## src/hw/rtl/tlpq_pkg.sv

```systemverilog
`default_nettype none
// ----------------------------------------------------------------------------
// tlpq_pkg: shared types for the two-level priority queue
// Transaction payloads, result codes and the controller/datapath link.
// ----------------------------------------------------------------------------
package tlpq_pkg;

	localparam int unsigned DataBits  = 32;
	localparam int unsigned LevelBits = 5;

	typedef enum logic [1:0] {
		ST_DONE  = 2'd0,
		ST_FULL  = 2'd1,
		ST_EMPTY = 2'd2
	} status_t;

	typedef struct packed {
		logic                        mode;       // 0 push, 1 pop
		logic                        to_urgent;  // push target
		logic signed [DataBits-1:0]  data_value;
	} in_item_t;

	typedef struct packed {
		status_t                     status;
		logic signed [DataBits-1:0]  popped_value;
		logic                        from_urgent;
		logic [LevelBits-1:0]        urgent_level;
		logic [LevelBits-1:0]        normal_level;
	} out_item_t;

	// Controller -> datapath, one-cycle pulses at transaction accept
	typedef struct packed {
		logic    push_urgent;
		logic    push_normal;
		logic    pop_urgent;
		logic    pop_normal;
		logic    load;        // latch result status
		status_t status;
	} tlpq_cmd_t;

	// Datapath -> controller
	typedef struct packed {
		logic urgent_full;
		logic normal_full;
		logic urgent_empty;
		logic normal_empty;
	} tlpq_flags_t;

endpackage : tlpq_pkg
`default_nettype wire

```

## src/hw/rtl/tlpq_ctrl.sv

```systemverilog
`default_nettype none
// ----------------------------------------------------------------------------
// tlpq_ctrl: transaction controller
// Decodes an accepted transaction into queue commands, then strobes the result.
// ----------------------------------------------------------------------------
module tlpq_ctrl
	import tlpq_pkg::*;
(
	input  wire logic        clk,
	input  wire logic        arst_n,
	input  wire logic        start,
	input  wire logic        mode,
	input  wire logic        to_urgent,
	input  wire tlpq_flags_t flags,
	output tlpq_cmd_t        cmd,
	output logic             busy,
	output logic             done
);

	typedef enum logic [1:0] {
		S_IDLE = 2'b01,
		S_RESP = 2'b10
	} state_t;

	state_t state_q;
	logic   accept;

	assign accept = start && (state_q == S_IDLE);
	assign busy   = (state_q == S_RESP);
	assign done   = (state_q == S_RESP);

	always_ff @(posedge clk or negedge arst_n) begin
		if (!arst_n) begin
			state_q <= S_IDLE;
		end else begin
			unique case (state_q)
				S_IDLE: if (start) state_q <= S_RESP;
				S_RESP: state_q <= S_IDLE;
				default: state_q <= S_IDLE;
			endcase
		end
	end

	always_comb begin
		cmd        = '0;
		cmd.status = ST_DONE;
		cmd.load   = accept;
		if (accept) begin
			priority if (!mode && to_urgent) begin
				if (flags.urgent_full) cmd.status = ST_FULL;
				else cmd.push_urgent = 1'b1;
			end else if (!mode) begin
				if (flags.normal_full) cmd.status = ST_FULL;
				else cmd.push_normal = 1'b1;
			end else if (!flags.urgent_empty) begin
				cmd.pop_urgent = 1'b1;
			end else if (!flags.normal_empty) begin
				cmd.pop_normal = 1'b1;
			end else begin
				cmd.status = ST_EMPTY;
			end
		end
	end

endmodule : tlpq_ctrl
`default_nettype wire

```

## src/hw/rtl/tlpq_dp.sv

```systemverilog
`default_nettype none
// ----------------------------------------------------------------------------
// tlpq_dp: queue datapath
// Two ring buffers with pointers, occupancy counts and the result register.
// ----------------------------------------------------------------------------
module tlpq_dp
	import tlpq_pkg::*;
#(
	parameter int unsigned QUEUE_DEPTH = 16,
	parameter int unsigned WORD_BITS   = 32
) (
	input  wire logic                clk,
	input  wire logic                arst_n,
	input  wire tlpq_cmd_t           cmd,
	input  wire logic [DataBits-1:0] wdata,
	output tlpq_flags_t              flags,
	output out_item_t                result
);

	localparam int unsigned PW = (QUEUE_DEPTH > 1) ? $clog2(QUEUE_DEPTH) : 1;
	localparam int unsigned CW = $clog2(QUEUE_DEPTH + 1);
	localparam logic [PW-1:0] LastSlot = PW'(QUEUE_DEPTH - 1);
	localparam logic [CW-1:0] FullCnt  = CW'(QUEUE_DEPTH);

	logic [WORD_BITS-1:0] urgent_mem [QUEUE_DEPTH];
	logic [WORD_BITS-1:0] normal_mem [QUEUE_DEPTH];

	logic [PW-1:0] u_head_q, u_tail_q, n_head_q, n_tail_q;
	logic [CW-1:0] u_cnt_q, n_cnt_q;

	logic [WORD_BITS-1:0] u_rdata_q, n_rdata_q;
	status_t              status_q;
	logic                 pop_u_q, pop_n_q;

	logic [WORD_BITS+DataBits-1:0]   wext;
	logic [WORD_BITS-1:0]            wword;
	logic [WORD_BITS-1:0]            rword;
	logic [WORD_BITS+DataBits-1:0]   rext;
	logic [CW+LevelBits-1:0]         u_lvl_ext, n_lvl_ext;

	function automatic logic [PW-1:0] next_slot(input logic [PW-1:0] p);
		return (p == LastSlot) ? '0 : p + PW'(1);
	endfunction

	assign wext  = {{WORD_BITS{1'b0}}, wdata};
	assign wword = wext[WORD_BITS-1:0];

	assign flags.urgent_full  = (u_cnt_q == FullCnt);
	assign flags.normal_full  = (n_cnt_q == FullCnt);
	assign flags.urgent_empty = (u_cnt_q == '0);
	assign flags.normal_empty = (n_cnt_q == '0);

	// Storage: one write port (tail) and one registered read port (head) each
	always_ff @(posedge clk) begin
		if (cmd.push_urgent) urgent_mem[u_tail_q] <= wword;
		if (cmd.pop_urgent)  u_rdata_q <= urgent_mem[u_head_q];
	end

	always_ff @(posedge clk) begin
		if (cmd.push_normal) normal_mem[n_tail_q] <= wword;
		if (cmd.pop_normal)  n_rdata_q <= normal_mem[n_head_q];
	end

	always_ff @(posedge clk or negedge arst_n) begin
		if (!arst_n) begin
			u_head_q <= '0;
			u_tail_q <= '0;
			u_cnt_q  <= '0;
			n_head_q <= '0;
			n_tail_q <= '0;
			n_cnt_q  <= '0;
			status_q <= ST_DONE;
			pop_u_q  <= 1'b0;
			pop_n_q  <= 1'b0;
		end else begin
			if (cmd.push_urgent) begin
				u_tail_q <= next_slot(u_tail_q);
				u_cnt_q  <= u_cnt_q + CW'(1);
			end
			if (cmd.pop_urgent) begin
				u_head_q <= next_slot(u_head_q);
				u_cnt_q  <= u_cnt_q - CW'(1);
			end
			if (cmd.push_normal) begin
				n_tail_q <= next_slot(n_tail_q);
				n_cnt_q  <= n_cnt_q + CW'(1);
			end
			if (cmd.pop_normal) begin
				n_head_q <= next_slot(n_head_q);
				n_cnt_q  <= n_cnt_q - CW'(1);
			end
			if (cmd.load) begin
				status_q <= cmd.status;
				pop_u_q  <= cmd.pop_urgent;
				pop_n_q  <= cmd.pop_normal;
			end
		end
	end

	always_comb begin
		priority if (pop_u_q) rword = u_rdata_q;
		else if (pop_n_q)     rword = n_rdata_q;
		else                  rword = '0;
	end

	assign rext      = {{DataBits{1'b0}}, rword};
	assign u_lvl_ext = {{LevelBits{1'b0}}, u_cnt_q};
	assign n_lvl_ext = {{LevelBits{1'b0}}, n_cnt_q};

	assign result.status       = status_q;
	assign result.popped_value = rext[DataBits-1:0];
	assign result.from_urgent  = pop_u_q;
	assign result.urgent_level = u_lvl_ext[LevelBits-1:0];
	assign result.normal_level = n_lvl_ext[LevelBits-1:0];

endmodule : tlpq_dp
`default_nettype wire

```

## src/hw/rtl/two_level_priority_queue_top.sv

```systemverilog
`default_nettype none
// ----------------------------------------------------------------------------
// two_level_priority_queue_top: strict-priority dual FIFO
// Urgent and normal ring-buffer queues; pops drain urgent before normal.
//
//   channel   signals              direction  transfer
//   --------  -------------------  ---------  --------------------------------
//   command   start, busy, item    in         start && !busy at clk rise
//   result    done, result         out        done high for one cycle
//
// A transaction runs as follows: the accept edge performs the push or
// pops into the registered memory read, and the next cycle shows the result with
// done. busy is high during that result cycle, so no new command is taken
// while a result is shown; the controller's response state sets this.
// Reset (arst_n low) empties both queues; memory contents are not cleared.
// The receiver cannot stall: every result is presented exactly once.
// ----------------------------------------------------------------------------
module two_level_priority_queue_top
	import tlpq_pkg::*;
#(
	parameter int unsigned QUEUE_DEPTH = 16,  // entries per queue, 2..31 (levels are LevelBits wide)
	parameter int unsigned WORD_BITS   = 32   // stored bits per word
) (
	input  wire logic     clk,
	input  wire logic     arst_n,
	input  wire logic     start,
	output logic          busy,
	input  wire in_item_t item,
	output logic          done,
	output out_item_t     result
);

	tlpq_cmd_t   cmd;
	tlpq_flags_t flags;

	// Controller decides the operation from the occupancy flags
	tlpq_ctrl u_ctrl (
		.clk       (clk),
		.arst_n    (arst_n),
		.start     (start),
		.mode      (item.mode),
		.to_urgent (item.to_urgent),
		.flags     (flags),
		.cmd       (cmd),
		.busy      (busy),
		.done      (done)
	);

	// Datapath owns the storage, pointers, counts and result register
	tlpq_dp #(
		.QUEUE_DEPTH (QUEUE_DEPTH),
		.WORD_BITS   (WORD_BITS)
	) u_dp (
		.clk    (clk),
		.arst_n (arst_n),
		.cmd    (cmd),
		.wdata  (item.data_value),
		.flags  (flags),
		.result (result)
	);

endmodule : two_level_priority_queue_top
`default_nettype wire

```

## config.mk

```make
export PLATFORM = sky130hd
export DESIGN_NAME = two_level_priority_queue_top
export DESIGN_NICKNAME = d
export VERILOG_FILES = /design/src/hw/rtl/tlpq_pkg.sv /design/src/hw/rtl/tlpq_ctrl.sv /design/src/hw/rtl/tlpq_dp.sv /design/src/hw/rtl/two_level_priority_queue_top.sv
export SDC_FILE = /design/constraint.sdc
export NUM_CORES = 1
export LEC_CHECK = 0
export BUFFER_PORTS_ARGS = -buffer_cell sky130_fd_sc_hd__clkbuf_2
export CAP_MARGIN = 20
export CELL_PAD_IN_SITES_DETAIL_PLACEMENT = 1
export CELL_PAD_IN_SITES_GLOBAL_PLACEMENT = 2
export CORE_ASPECT_RATIO = 1.25
export CORE_UTILIZATION = 44
export CTS_CLUSTER_DIAMETER = 80
export DETAILED_ROUTE_END_ITERATION = 6
export GPL_TIMING_DRIVEN = 1
export PLACE_DENSITY = 0.83
export SYNTH_ARGS = -nofsm -noshare
export SYNTH_HDL_FRONTEND = slang
export SYNTH_SLANG_ARGS = --single-unit
```

## constraint.sdc

```tcl
create_clock -name clk -period 3.9 [get_ports clk]
set_input_delay 0.39 -clock clk [delete_from_list [all_inputs] [get_ports clk]]
set_output_delay 0.39 -clock clk [all_outputs]
set_load 0.005 [all_outputs]
```

---- Yosys cells after proc, flatten, opt, wreduce, memory -nomap -nowiden ----
Memory sizes are Yosys's and may differ from the RTL's. A register that Yosys moved wholly into a read port is not among the register bits.
Index checks and enable logic that the tools add are counted.
word-level totals
  word-level logic and storage cells ...... 68
  input port bits ......................... 37
  memories ................................ 2
  register bits after elaboration ......... 32
  bits in writable memories ............... 1024
  output and inout bits ................... 47
memory list
  name             words  width  rd ports  clocked after memory_dff  wr ports  line           source
  u_dp.normal_mem  16     32     1         1                         1         tlpq_dp.sv:26  logic [WORD_BITS-1:0] normal_mem [QUEUE_DEPTH];
  u_dp.urgent_mem  16     32     1         1                         1         tlpq_dp.sv:25  logic [WORD_BITS-1:0] urgent_mem [QUEUE_DEPTH];
operators by class
  mux-type cells .......................... 32
  reductions and logical operators ........ 7
  add/subtract/negate cells ............... 8
  equal/unequal tests ..................... 9
operators by type and width
  cell                                              count
  2-to-1 mux 32 bit                                 2
  2-to-1 mux 4 bit                                  5
  2-to-1 mux 5 bit                                  4
  adder 4 x 1 -> 4 bit, second input constant       4
  == test 4 bit, second input constant              4
  2-to-1 mux 2 bit                                  7
  2-to-1 mux 1 bit                                  13
  adder 5 x 1 -> 5 bit, second input constant       2
  == test 5 bit, second input constant              2
  zero test 5 bit                                   2
  subtractor 5 x 1 -> 5 bit, second input constant  2
  nonzero test 2 bit                                2
  2-to-1 mux 3 bit                                  1
  == test 2 x 1 -> 1 bit, second input constant     1
  == test 2 bit, second input constant              1
  logical AND 1 bit                                 2
  inequality test 2 bit, second input constant      1
  zero test 1 bit                                   1

---- Longest topological paths before layout ----
Gate-level depths: netlist of run 1.
  word-level depth ........................ 8
  mapped depth ............................ 8
  depth with buffers taken out ............ 8

---- Hierarchy ----
A second synthesis of run 1 with hierarchy kept.
unflattened totals
  cell total of the unflattened synthesis .. 1907
  area total of the unflattened synthesis .. 42525.8 um^2
by module, submodules not included
  module     cells each  times used  area each (um^2)  seq. area each (um^2)
  tlpq_dp    1890        1           42341.9           33422.1
  tlpq_ctrl  17          1           183.9             51.3

---- Least setup slack after synthesis of run 1 ----
OpenSTA, ideal clock, no wires.
  path kind ............................... register to register
  from .................................... register u_ctrl.state_q[0]
  to ...................................... memory u_dp.urgent_mem[11][0], enable pin
  setup time .............................. 0.461 ns
  stages on the path, launching flop included .. 5
  path buffers ............................ 0
  clock period less this slack ............ 4.213 ns
  arrival ................................. 3.752 ns
  path slack .............................. -0.313 ns
  required time ........................... 3.439 ns
  path through ............................ dfstp_2 > nand3b_1 > a2111oi_2 > nand2_1 > nor3_1
between the ends
  word-level cells in the longest chain between the ends .. 5
RTL lines
  element                                 line             source
  start, declared                         tlpq_ctrl.sv:25  state_t state_q;
  start signal, assigned                  tlpq_ctrl.sv:34  state_q <= S_IDLE;
  start signal, assigned                  tlpq_ctrl.sv:37  S_IDLE: if (start) state_q <= S_RESP;
  start signal, assigned                  tlpq_ctrl.sv:38  S_RESP: state_q <= S_IDLE;
  == test 2 x 1 -> 1 bit                  tlpq_ctrl.sv:28  assign accept = start && (state_q == S_IDLE);
  logical AND 1 bit                       tlpq_ctrl.sv:28
  2-to-1 mux 4 bit                        tlpq_ctrl.sv:48  if (accept) begin
  2-to-1 mux 1 bit                        tlpq_dp.sv:55    if (cmd.push_urgent) urgent_mem[u_tail_q] <= wword;
  2-to-1 mux 1 bit (not written as such)  tlpq_dp.sv:55
  end, declared                           tlpq_dp.sv:25
No other way between the ends.

---- Final worst setup path of run 1 ----
  from .................................... register u_ctrl.state_q[0]
  to ...................................... memory u_dp.normal_mem[2][14], enable pin
between the ends
  word-level cells in the longest chain between the ends .. 5
RTL lines
  element                                 line             source
  == test 2 x 1 -> 1 bit                  tlpq_ctrl.sv:28
  logical AND 1 bit                       tlpq_ctrl.sv:28
  2-to-1 mux 4 bit                        tlpq_ctrl.sv:48
  2-to-1 mux 1 bit                        tlpq_dp.sv:60    if (cmd.push_normal) normal_mem[n_tail_q] <= wword;
  2-to-1 mux 1 bit (not written as such)  tlpq_dp.sv:60
  end, declared                           tlpq_dp.sv:26
No other way between the ends.

==> Implementation_results.wiki, run 1 <==
{| class="wikitable"
! Metric !! Value
|-
| Count of non-filler cells in the finished layout || 3674
|-
| Initial antenna violation count || 3
|-
| Floorplan row count || 128
|-
| Crit Path Max Fanout || 32
|-
| Clk_lat worst skew || 0.67 ns
|-
| Proportion of synthesized chip area in sequential cells || 0.776
|-
| Vias after detailed routing || 21800
|-
| Total core area || 97400 sq um
|-
| Starting Density || 0.443
|-
| Worst hold path cell count || 2
|-
| Hold/Removal Path Class || in -> reg
|-
| Utilization after layout || 0.502
|-
| Reported max-cap violation count || 0
|-
| Path type of the worst setup path || reg -> reg
|-
| Peak per-stage delay on the critical path || 0.77 ns
|-
| Depth of the worst register-to-register path || 5
|-
| Crit share post-route || 0.797
|-
| Net switching power of the design || 0.00900 W
|-
| Final Critical Period || 3.11 ns
|-
| Wire length of the first global-routing pass || 157000 um
|-
| Power Internal || 0.0226 W
|-
| Total Power || 0.0316 W
|-
| Count of different cell masters after synthesis || 52
|-
| Total CTS buffers || 101
|-
| Cell count after placement || 3481
|-
| Data required, critical path || 4.19 ns
|-
| Post-synth net total || 2209
|-
| Worst slack after detailed placement || 0.769 ns
|-
| Final antenna-violating net count || 0
|-
| Crit path cell chain || nand3b_1 > a2111oi_4 > buf_4 > nor3b_2 > and2_2
|-
| Critical path endpoint category || flop
|-
| Main flop type after synthesis || sky130_fd_sc_hd__edfxtp_1
|-
| Final standard cell area without fillers || 48800 sq um
|-
| RSZ-0062 raised after global routing || no
|-
| Switching power share of the total || 0.285
|-
| CP startpoint kind || flop
|-
| Number of I/O port buffers || 83
|-
| Peak supply drop || 363 uV
|-
| First-pass detailed-route iteration total || 5
|-
| Fraction of synthesis flops using an asynchronous set or reset pin || 0.0286
|-
| Clock share of power || 0.323
|-
| Remaining global-route overflow || 0
|-
| Share of layout cells above drive strength 1 || 0.205
|-
| Number of instances in the synthesized netlist || 2154
|-
| Pins over their slew limit || 0
|-
| Clock slew at the register clock pins of the worst setup and hold paths || 0.07 ns
|-
| # setup viols final || 0
|-
| Post-DP HPWL || 66200 um
|-
| Bufs on Longest Clock Path || 3
|-
| Leakage power of the design || 16.1 nW
|-
| Synth warnings || 0
|-
| Height of the chip || 352 um
|-
| Sink Count || 1120
|-
| Slack of the critical path || 0.791 ns
|-
| DRC violation count after routing || 0
|-
| Aggregate routed wire length || 106000 um
|-
| Die width || 282 um
|-
| CP max stage cell || sky130_fd_sc_hd__and2_2
|-
| GRT Overall Usage || 0.216
|-
| Placed standard-cell area || 45400 sq um
|-
| Worst-Margin Slew || 1.01 ns
|-
| Layout overhead on the synthesized area || 13.2%
|-
| Root buffer selected by CTS || sky130_fd_sc_hd__clkbuf_16
|-
| Maximum number of pins on one net before global-route repair || 62
|-
| Post-synthesis instance area || 43100 sq um
|-
| Number of global-route vias before repair || 23200
|-
| Combinational Power Share || 0.229
|-
| Final net count || 2341
|-
| FF+latch count, synth || 1120
|-
| CP arrival || 3.40 ns
|-
| Power density relative to cell area || 647 nW/um^2
|-
| Outcome || finished clean
|-
| Clock tree from TritonCTS || done
|-
| Die area || 99300 sq um
|-
| Top Ports || 84
|-
| Mean cell area of the mapped netlist || 20.0 sq um
|-
| Final RePlAce weighted congestion || 0.802
|-
| Initial drt markers || 2310
|-
| Worst-case clock skew || 0.0214 ns
|-
| Post-cts repair resize count || 0
|-
| Detailed-route wire length per cell || 28.9 um
|-
| Number of vias per cell || 5.92
|-
| Register share of total power || 0.448
|-
| Endpoints failing hold || 0
|-
| Rel. slew slack || 0.328
|-
| Achievable Freq || 0.322 GHz
|-
| H-Tree Level Count || 3
|-
| EDFF count, synth || 1088
|}
-- power groups by stage --
stage	Clock, W	Sequential [W]	Combinational, W
floorplan	0	0.0141	0.00494
global placement	0	0.0144	0.00686
detailed placement	0	0.0144	0.00718
CTS	0.0104	0.0142	0.00730
global route	0.0107	0.0142	0.00775
finish	0.0102	0.0142	0.00725
-- metrics by stage --
stage                     hold slack (ns)  TNS [ns]
after floorplan                    0.0944    -20.06
after global placement              0.477         0
after detailed placement            0.503         0
after CTS                          0.0268         0
after global routing               0.0683         0
final                              0.0563         0
-- worst max-delay path: cells and delay by family, from the launching register on --
kind,cells,cell delay [ns]
compound gates,1,0.44
buf+inv,1,0.29
flops,1,0.56
simple gates,3,1.40
-- cells in the mapped netlist, drive strengths merged, types with 2 or more instances --
| library cell | count | area (sq um) |
|---|---|---|
| a2111oi | 2 | 42.5 |
| mux2i | 259 | 2590 |
| a21oi | 10 | 50.1 |
| buf | 58 | 269 |
| ha | 16 | 200 |
| a22o | 31 | 272 |
| xnor2 | 11 | 96.3 |
| and2 | 16 | 100 |
| clkbuf | 65 | 244 |
| mux4 | 128 | 2880 |
| dfrtp | 31 | 776 |
| nand3b | 2 | 15.0 |
| nor2b | 5 | 31.3 |
| nand2 | 81 | 304 |
| inv | 18 | 72.6 |
| nor3 | 3 | 15.0 |
| a221oi | 128 | 1120 |
| edfxtp | 1088 | 32700 |
| a21o | 6 | 45.0 |
| a22oi | 64 | 480 |
| nor2 | 9 | 41.3 |
| and3 | 15 | 93.8 |
| mux2 | 6 | 75.1 |
| fa | 2 | 40.0 |
| o21ai | 75 | 375 |
| nor4 | 2 | 25.0 |
| a31oi | 2 | 12.5 |
| nand3 | 4 | 20.0 |
-- flip-flops by register name, indices dropped and copies added (netlist names), 2 cells and up --
signal / count
u_dp.normal_mem: 512
u_dp.urgent_mem: 512
u_dp.n_rdata_q: 32
u_dp.u_rdata_q: 32
u_dp.n_cnt_q: 5
u_dp.u_cnt_q: 5
u_dp.n_head_q: 4
u_dp.n_tail_q: 4
u_dp.u_head_q: 4
u_dp.u_tail_q: 4
u_ctrl.state_q: 2
u_dp.status_q: 2
-- cell families (layout without fill, tap and decap cells) --
| family | count (synthesis) | count (layout) | synth area share |
|---|---|---|---|
| simple gates | 145 | 145 | 0.0166 |
| buf+inv | 141 | 359 | 0.0136 |
| compound gates | 325 | 325 | 0.0573 |
| mux | 393 | 393 | 0.129 |
| flops | 1120 | 1120 | 0.776 |
| other cells | 0 | 2 | 0 |
| fa+ha+maj | 18 | 18 | 0.00557 |
| xor+xnor | 12 | 12 | 0.00244 |
-- worst paths after layout --
path / start / to / slack, ns
worst max-delay path: u_ctrl.state_q[0]$_DFFE_PN1P_ / u_dp.normal_mem[2][14]$_DFFE_PP_ / 0.79
worst min-delay path: item[33] / u_dp.status_q[0]$_DFFE_PN0N_ / 0.06
worst max register to register: u_ctrl.state_q[0]$_DFFE_PN1P_ / u_dp.normal_mem[2][14]$_DFFE_PP_ / 0.79
worst min register to register: u_dp.status_q[1]$_DFFE_PN0N_ / u_dp.status_q[1]$_DFFE_PN0N_ / 0.52
max in group asynchronous: arst_n / u_ctrl.state_q[0]$_DFFE_PN1P_ / 3.35
min in group asynchronous: arst_n / u_dp.n_cnt_q[2]$_DFFE_PN0P_ / 0.07
-- what timing repair did --
| action | in CTS | in global routing |
|---|---|---|
| hold endpoints to repair | 31 | 0 |
| hold buffers | 1 | 0 |
| setup endpoints to repair | 0 | 0 |
| setup buffers | 0 | 0 |
-- placed cells by master, fill, tap and decap left out, drive strengths merged, types with 3 or more instances in the layout --
| cell type | n |
|---|---|
| a21o | 6 |
| a21oi | 10 |
| a221oi | 128 |
| a22o | 31 |
| a22oi | 64 |
| and2 | 16 |
| and3 | 15 |
| buf | 68 |
| bufinv | 15 |
| clkbuf | 210 |
| clkinv | 40 |
| clkinvlp | 3 |
| dfrtp | 31 |
| edfxtp | 1088 |
| ha | 16 |
| inv | 22 |
| mux2 | 6 |
| mux2i | 259 |
| mux4 | 128 |
| nand2 | 81 |
| nand3 | 4 |
| nor2 | 9 |
| nor2b | 5 |
| nor3 | 3 |
| o21ai | 75 |
| xnor2 | 11 |
-- routing by layer --
metal | track usage | vias up | share of wire
met1 | 0.287 | 11600 | 0.40
met5 | 0 | - | 0
li1 | - | 9219 | -
met2 | 0.366 | 766 | 0.51
met4 | 0.0771 | 0 | 0.030
met3 | 0.0271 | 156 | 0.054
-- cell type report --
| cell class | instances | area (sq um) |
|---|---|---|
| Timing Repair Buffer | 152 | 1060 |
| Multi-Input combinational cell | 893 | 9210 |
| Sequential cell | 1120 | 33500 |
| Inverter | 18 | 72.6 |
| Clock inverter | 62 | 701 |
| Antenna cell | 2 | 5.00 |
| Clock buffer | 127 | 2690 |
| Fill cell | 8844 | 48500 |
| Tap cell | 1300 | 1630 |
Note: power is estimated with default switching activity, not from simulation.
==> run 2, diff against run 1 <==
- CORE_UTILIZATION: 44 -> 49
- PLACE_DENSITY: 0.83 -> 0.87
- clock period: 3.9 -> 2.9 ns (I/O delays scaled with it)
==> Implementation_results.wiki, run 2 (synthesis results as in run 1) <==
{| class="wikitable"
! Metric !! Value
|-
| Total core area || 87200 sq um (-10%)
|-
| Outcome || finished clean
|-
| Clk_lat worst skew || 0.69 ns (+0.02 ns)
|-
| Detailed-route wire length per cell || 29.5 um (+2.2%)
|-
| Pins over their slew limit || 0 (unchanged)
|-
| Aggregate routed wire length || 106000 um (-0.24%)
|-
| First-pass detailed-route iteration total || 5 (unchanged)
|-
| Initial antenna violation count || 0 (-3)
|-
| Number of global-route vias before repair || 23600 (+1.7%)
|-
| Final Critical Period || 2.76 ns (-0.345 ns)
|-
| Vias after detailed routing || 21900 (+0.64%)
|-
| Initial drt markers || 1961 (-15%)
|-
| Layout overhead on the synthesized area || 14.1%
|-
| Total CTS buffers || 102 (+0.99%)
|-
| Clock tree from TritonCTS || done
|-
| Leakage power of the design || 16.3 nW (+1.4%)
|-
| Crit Path Max Fanout || 3 (-91%)
|-
| Root buffer selected by CTS || sky130_fd_sc_hd__clkbuf_16
|-
| Starting Density || 0.495 (+0.0517)
|-
| Rel. slew slack || 0.326 (-0.00134)
|-
| Endpoints failing hold || 0 (unchanged)
|-
| Commonest cells after routing, fill and taps aside || 1088 x sky130_fd_sc_hd__edfxtp_1, 259 x sky130_fd_sc_hd__mux2i_1, 128 x sky130_fd_sc_hd__a221oi_1, 128 x sky130_fd_sc_hd__mux4_2, 104 x sky130_fd_sc_hd__clkbuf_16
|-
| Worst-case clock skew || 0.0292 ns (+0.00789 ns)
|-
| H-Tree Level Count || 3 (unchanged)
|-
| Top Ports || 84 (unchanged)
|-
| DRC violation count after routing || 0 (unchanged)
|-
| Combinational Power Share || 0.243 (+0.014)
|-
| Peak supply drop || 494 uV (+36%)
|-
| Total negative slack for setup checks || 0 ns (unchanged)
|-
| Leading registers by flop count || u_dp.normal_mem x512, u_dp.urgent_mem x512
|-
| Height of the chip || 334 um (-5.2%)
|-
| Die width || 267 um (-5.2%)
|-
| Clock slew at the register clock pins of the worst setup and hold paths || 0.06 ns (about the same)
|-
| Clock share of power || 0.311 (-0.012)
|-
| Power Internal || 0.0301 W (+33%)
|-
| Bufs on Longest Clock Path || 3 (unchanged)
|-
| Hold/Removal Path Class || in -> reg
|-
| Critical path endpoint category || flop
|-
| Achievable Freq || 0.362 GHz (+12%)
|-
| Number of vias per cell || 6.11 (+3.1%)
|-
| Worst-case register-to-register setup slack || 0.14 ns (-0.66 ns)
|-
| Final antenna-violating net count || 0 (unchanged)
|-
| RSZ-0062 raised after global routing || no
|-
| Crit share post-route || 0.953 (+0.156)
|-
| Switching power share of the total || 0.291 (+0.00611)
|-
| Floorplan row count || 121 (-5.5%)
|-
| Most frequent standard cell in the layout excluding fill and tap cells || sky130_fd_sc_hd__edfxtp_1
|-
| Sink Count || 1120 (unchanged)
|-
| Remaining global-route overflow || 0 (unchanged)
|-
| CP startpoint kind || flop
|-
| Number of I/O port buffers || 83 (unchanged)
|-
| Final RePlAce weighted congestion || 0.817 (+1.8%)
|-
| Min Hold Slack || 0.157 ns (+0.101 ns)
|-
| Path type of the worst setup path || reg -> reg
|-
| Worst-Margin Slew || 1.01 ns (+0.00415 ns)
|-
| CP arrival || 3.35 ns (-0.05 ns)
|-
| Maximum number of pins on one net before global-route repair || 69 (+11%)
|-
| Reported max-cap violation count || 0 (unchanged)
|-
| Data required, critical path || 3.48 ns (-0.71 ns)
|-
| Net switching power of the design || 0.0123 W (+37%)
|-
| GRT Overall Usage || 0.242 (+0.0255)
|-
| Wire length of the first global-routing pass || 157000 um (+0.38%)
|-
| Utilization after layout || 0.565 (+0.0629)
|-
| Register share of total power || 0.445 (-0.003)
|-
| Share of layout cells above drive strength 1 || 0.216 (+0.0112)
|-
| Power density relative to cell area || 862 nW/um^2 (+33%)
|-
| Die area || 89200 sq um (-10%)
|-
| Final net count || 2383 (+1.8%)
|-
| # setup viols final || 0 (unchanged)
|-
| Post-DP HPWL || 66300 um (about the same)
|-
| Post-cts repair resize count || 0 (unchanged)
|}
==> run 2: cell types whose count changed in the layout (fill, tap and decap cells not counted), sizes merged <==
cell	previous run	this run
clkinvlp	3	5
bufinv	15	8
clkbuf	210	212
buf	68	107
inv	22	23
dlygate4sd3	1	3
diode	2	1
clkinv	40	45
==> run 2: worst max-delay path: stages (launching register included) <==
cell and delay [ns]:
sky130_fd_sc_hd__dfrtp_1 0.38, sky130_fd_sc_hd__or4_4 0.56, sky130_fd_sc_hd__a2111o_4 0.53, sky130_fd_sc_hd__fa_1 0.42, sky130_fd_sc_hd__nand2b_1 0.20, sky130_fd_sc_hd__a21oi_1 0.19
sky130_fd_sc_hd__mux2i_1 0.26, sky130_fd_sc_hd__xnor2_1 0.14
==> run 2: power groups by stage <==
stage	registers, W	logic [W]	clock network [W]
3_3_place_gp	0.0192	0.00974	0
6_report	0.0189	0.0103	0.0132
2_1_floorplan	0.0190	0.00666	0
5_1_grt	0.0189	0.0110	0.0139
3_5_place_dp	0.0192	0.0102	0
4_1_cts	0.0189	0.0104	0.0134
==> run 2: path summary, 6_finish.rpt <==
kind                                               from                           end  cells past startpoint
max                         u_dp.u_cnt_q[0]$_DFFE_PN0P_   u_dp.n_cnt_q[4]$_DFFE_PN0P_                      7
min                                               start  u_dp.status_q[1]$_DFFE_PN0N_                      3
max reg2reg                 u_dp.u_cnt_q[0]$_DFFE_PN0P_   u_dp.n_cnt_q[4]$_DFFE_PN0P_                      7
min reg2reg                u_dp.status_q[1]$_DFFE_PN0N_  u_dp.status_q[1]$_DFFE_PN0N_                      2
max in group asynchronous                        arst_n  u_dp.u_head_q[1]$_DFFE_PN0P_                      2
min in group asynchronous                        arst_n  u_dp.n_head_q[1]$_DFFE_PN0P_                      2
==> run 2: cell type report <==
| cell class | count | area (sq um) |
|---|---|---|
| well taps | 1168 | 1460 |
| flip-flops and latches | 1120 | 33500 |
| multi-input cells | 893 | 9220 |
| clock inverters | 63 | 546 |
| clock buffers | 129 | 2720 |
| repair buffers | 193 | 1720 |
| diodes | 1 | 2.50 |
| inverters | 18 | 72.6 |
| fillers | 7625 | 38000 |
==> run 2: routing by layer <==
metal	up-vias	track usage	wire length [um]
li1	9302	-	-
met1	11700	0.325	43400
met2	722	0.419	55500
met3	127	0.0303	5100
met4	0	0.0603	1920
met5	-	0	0
==> run 2: repair_timing <==
action | CTS | global route
hold buffers | 3 | 0
endpoints found under the hold margin | 32 | 0
buffers inserted | 0 | 0
==> run 2: stage by stage <==
| stage | total power (W) | instance area [sq um] | std cells | setup WS [ns] |
|---|---|---|---|---|
| floorplan | 0.0257 | 43200 | 2154 | -0.514 |
| global placement | 0.0289 | 45900 | 3389 | 0.237 |
| detailed placement | 0.0294 | 45900 | 3389 | 0.211 |
| CTS | 0.0427 | 49200 | 3584 | 0.103 |
| global route | 0.0438 | 49200 | 3584 | 0.0681 |
| finish | 0.0424 | 49200 | 3585 | 0.136 |
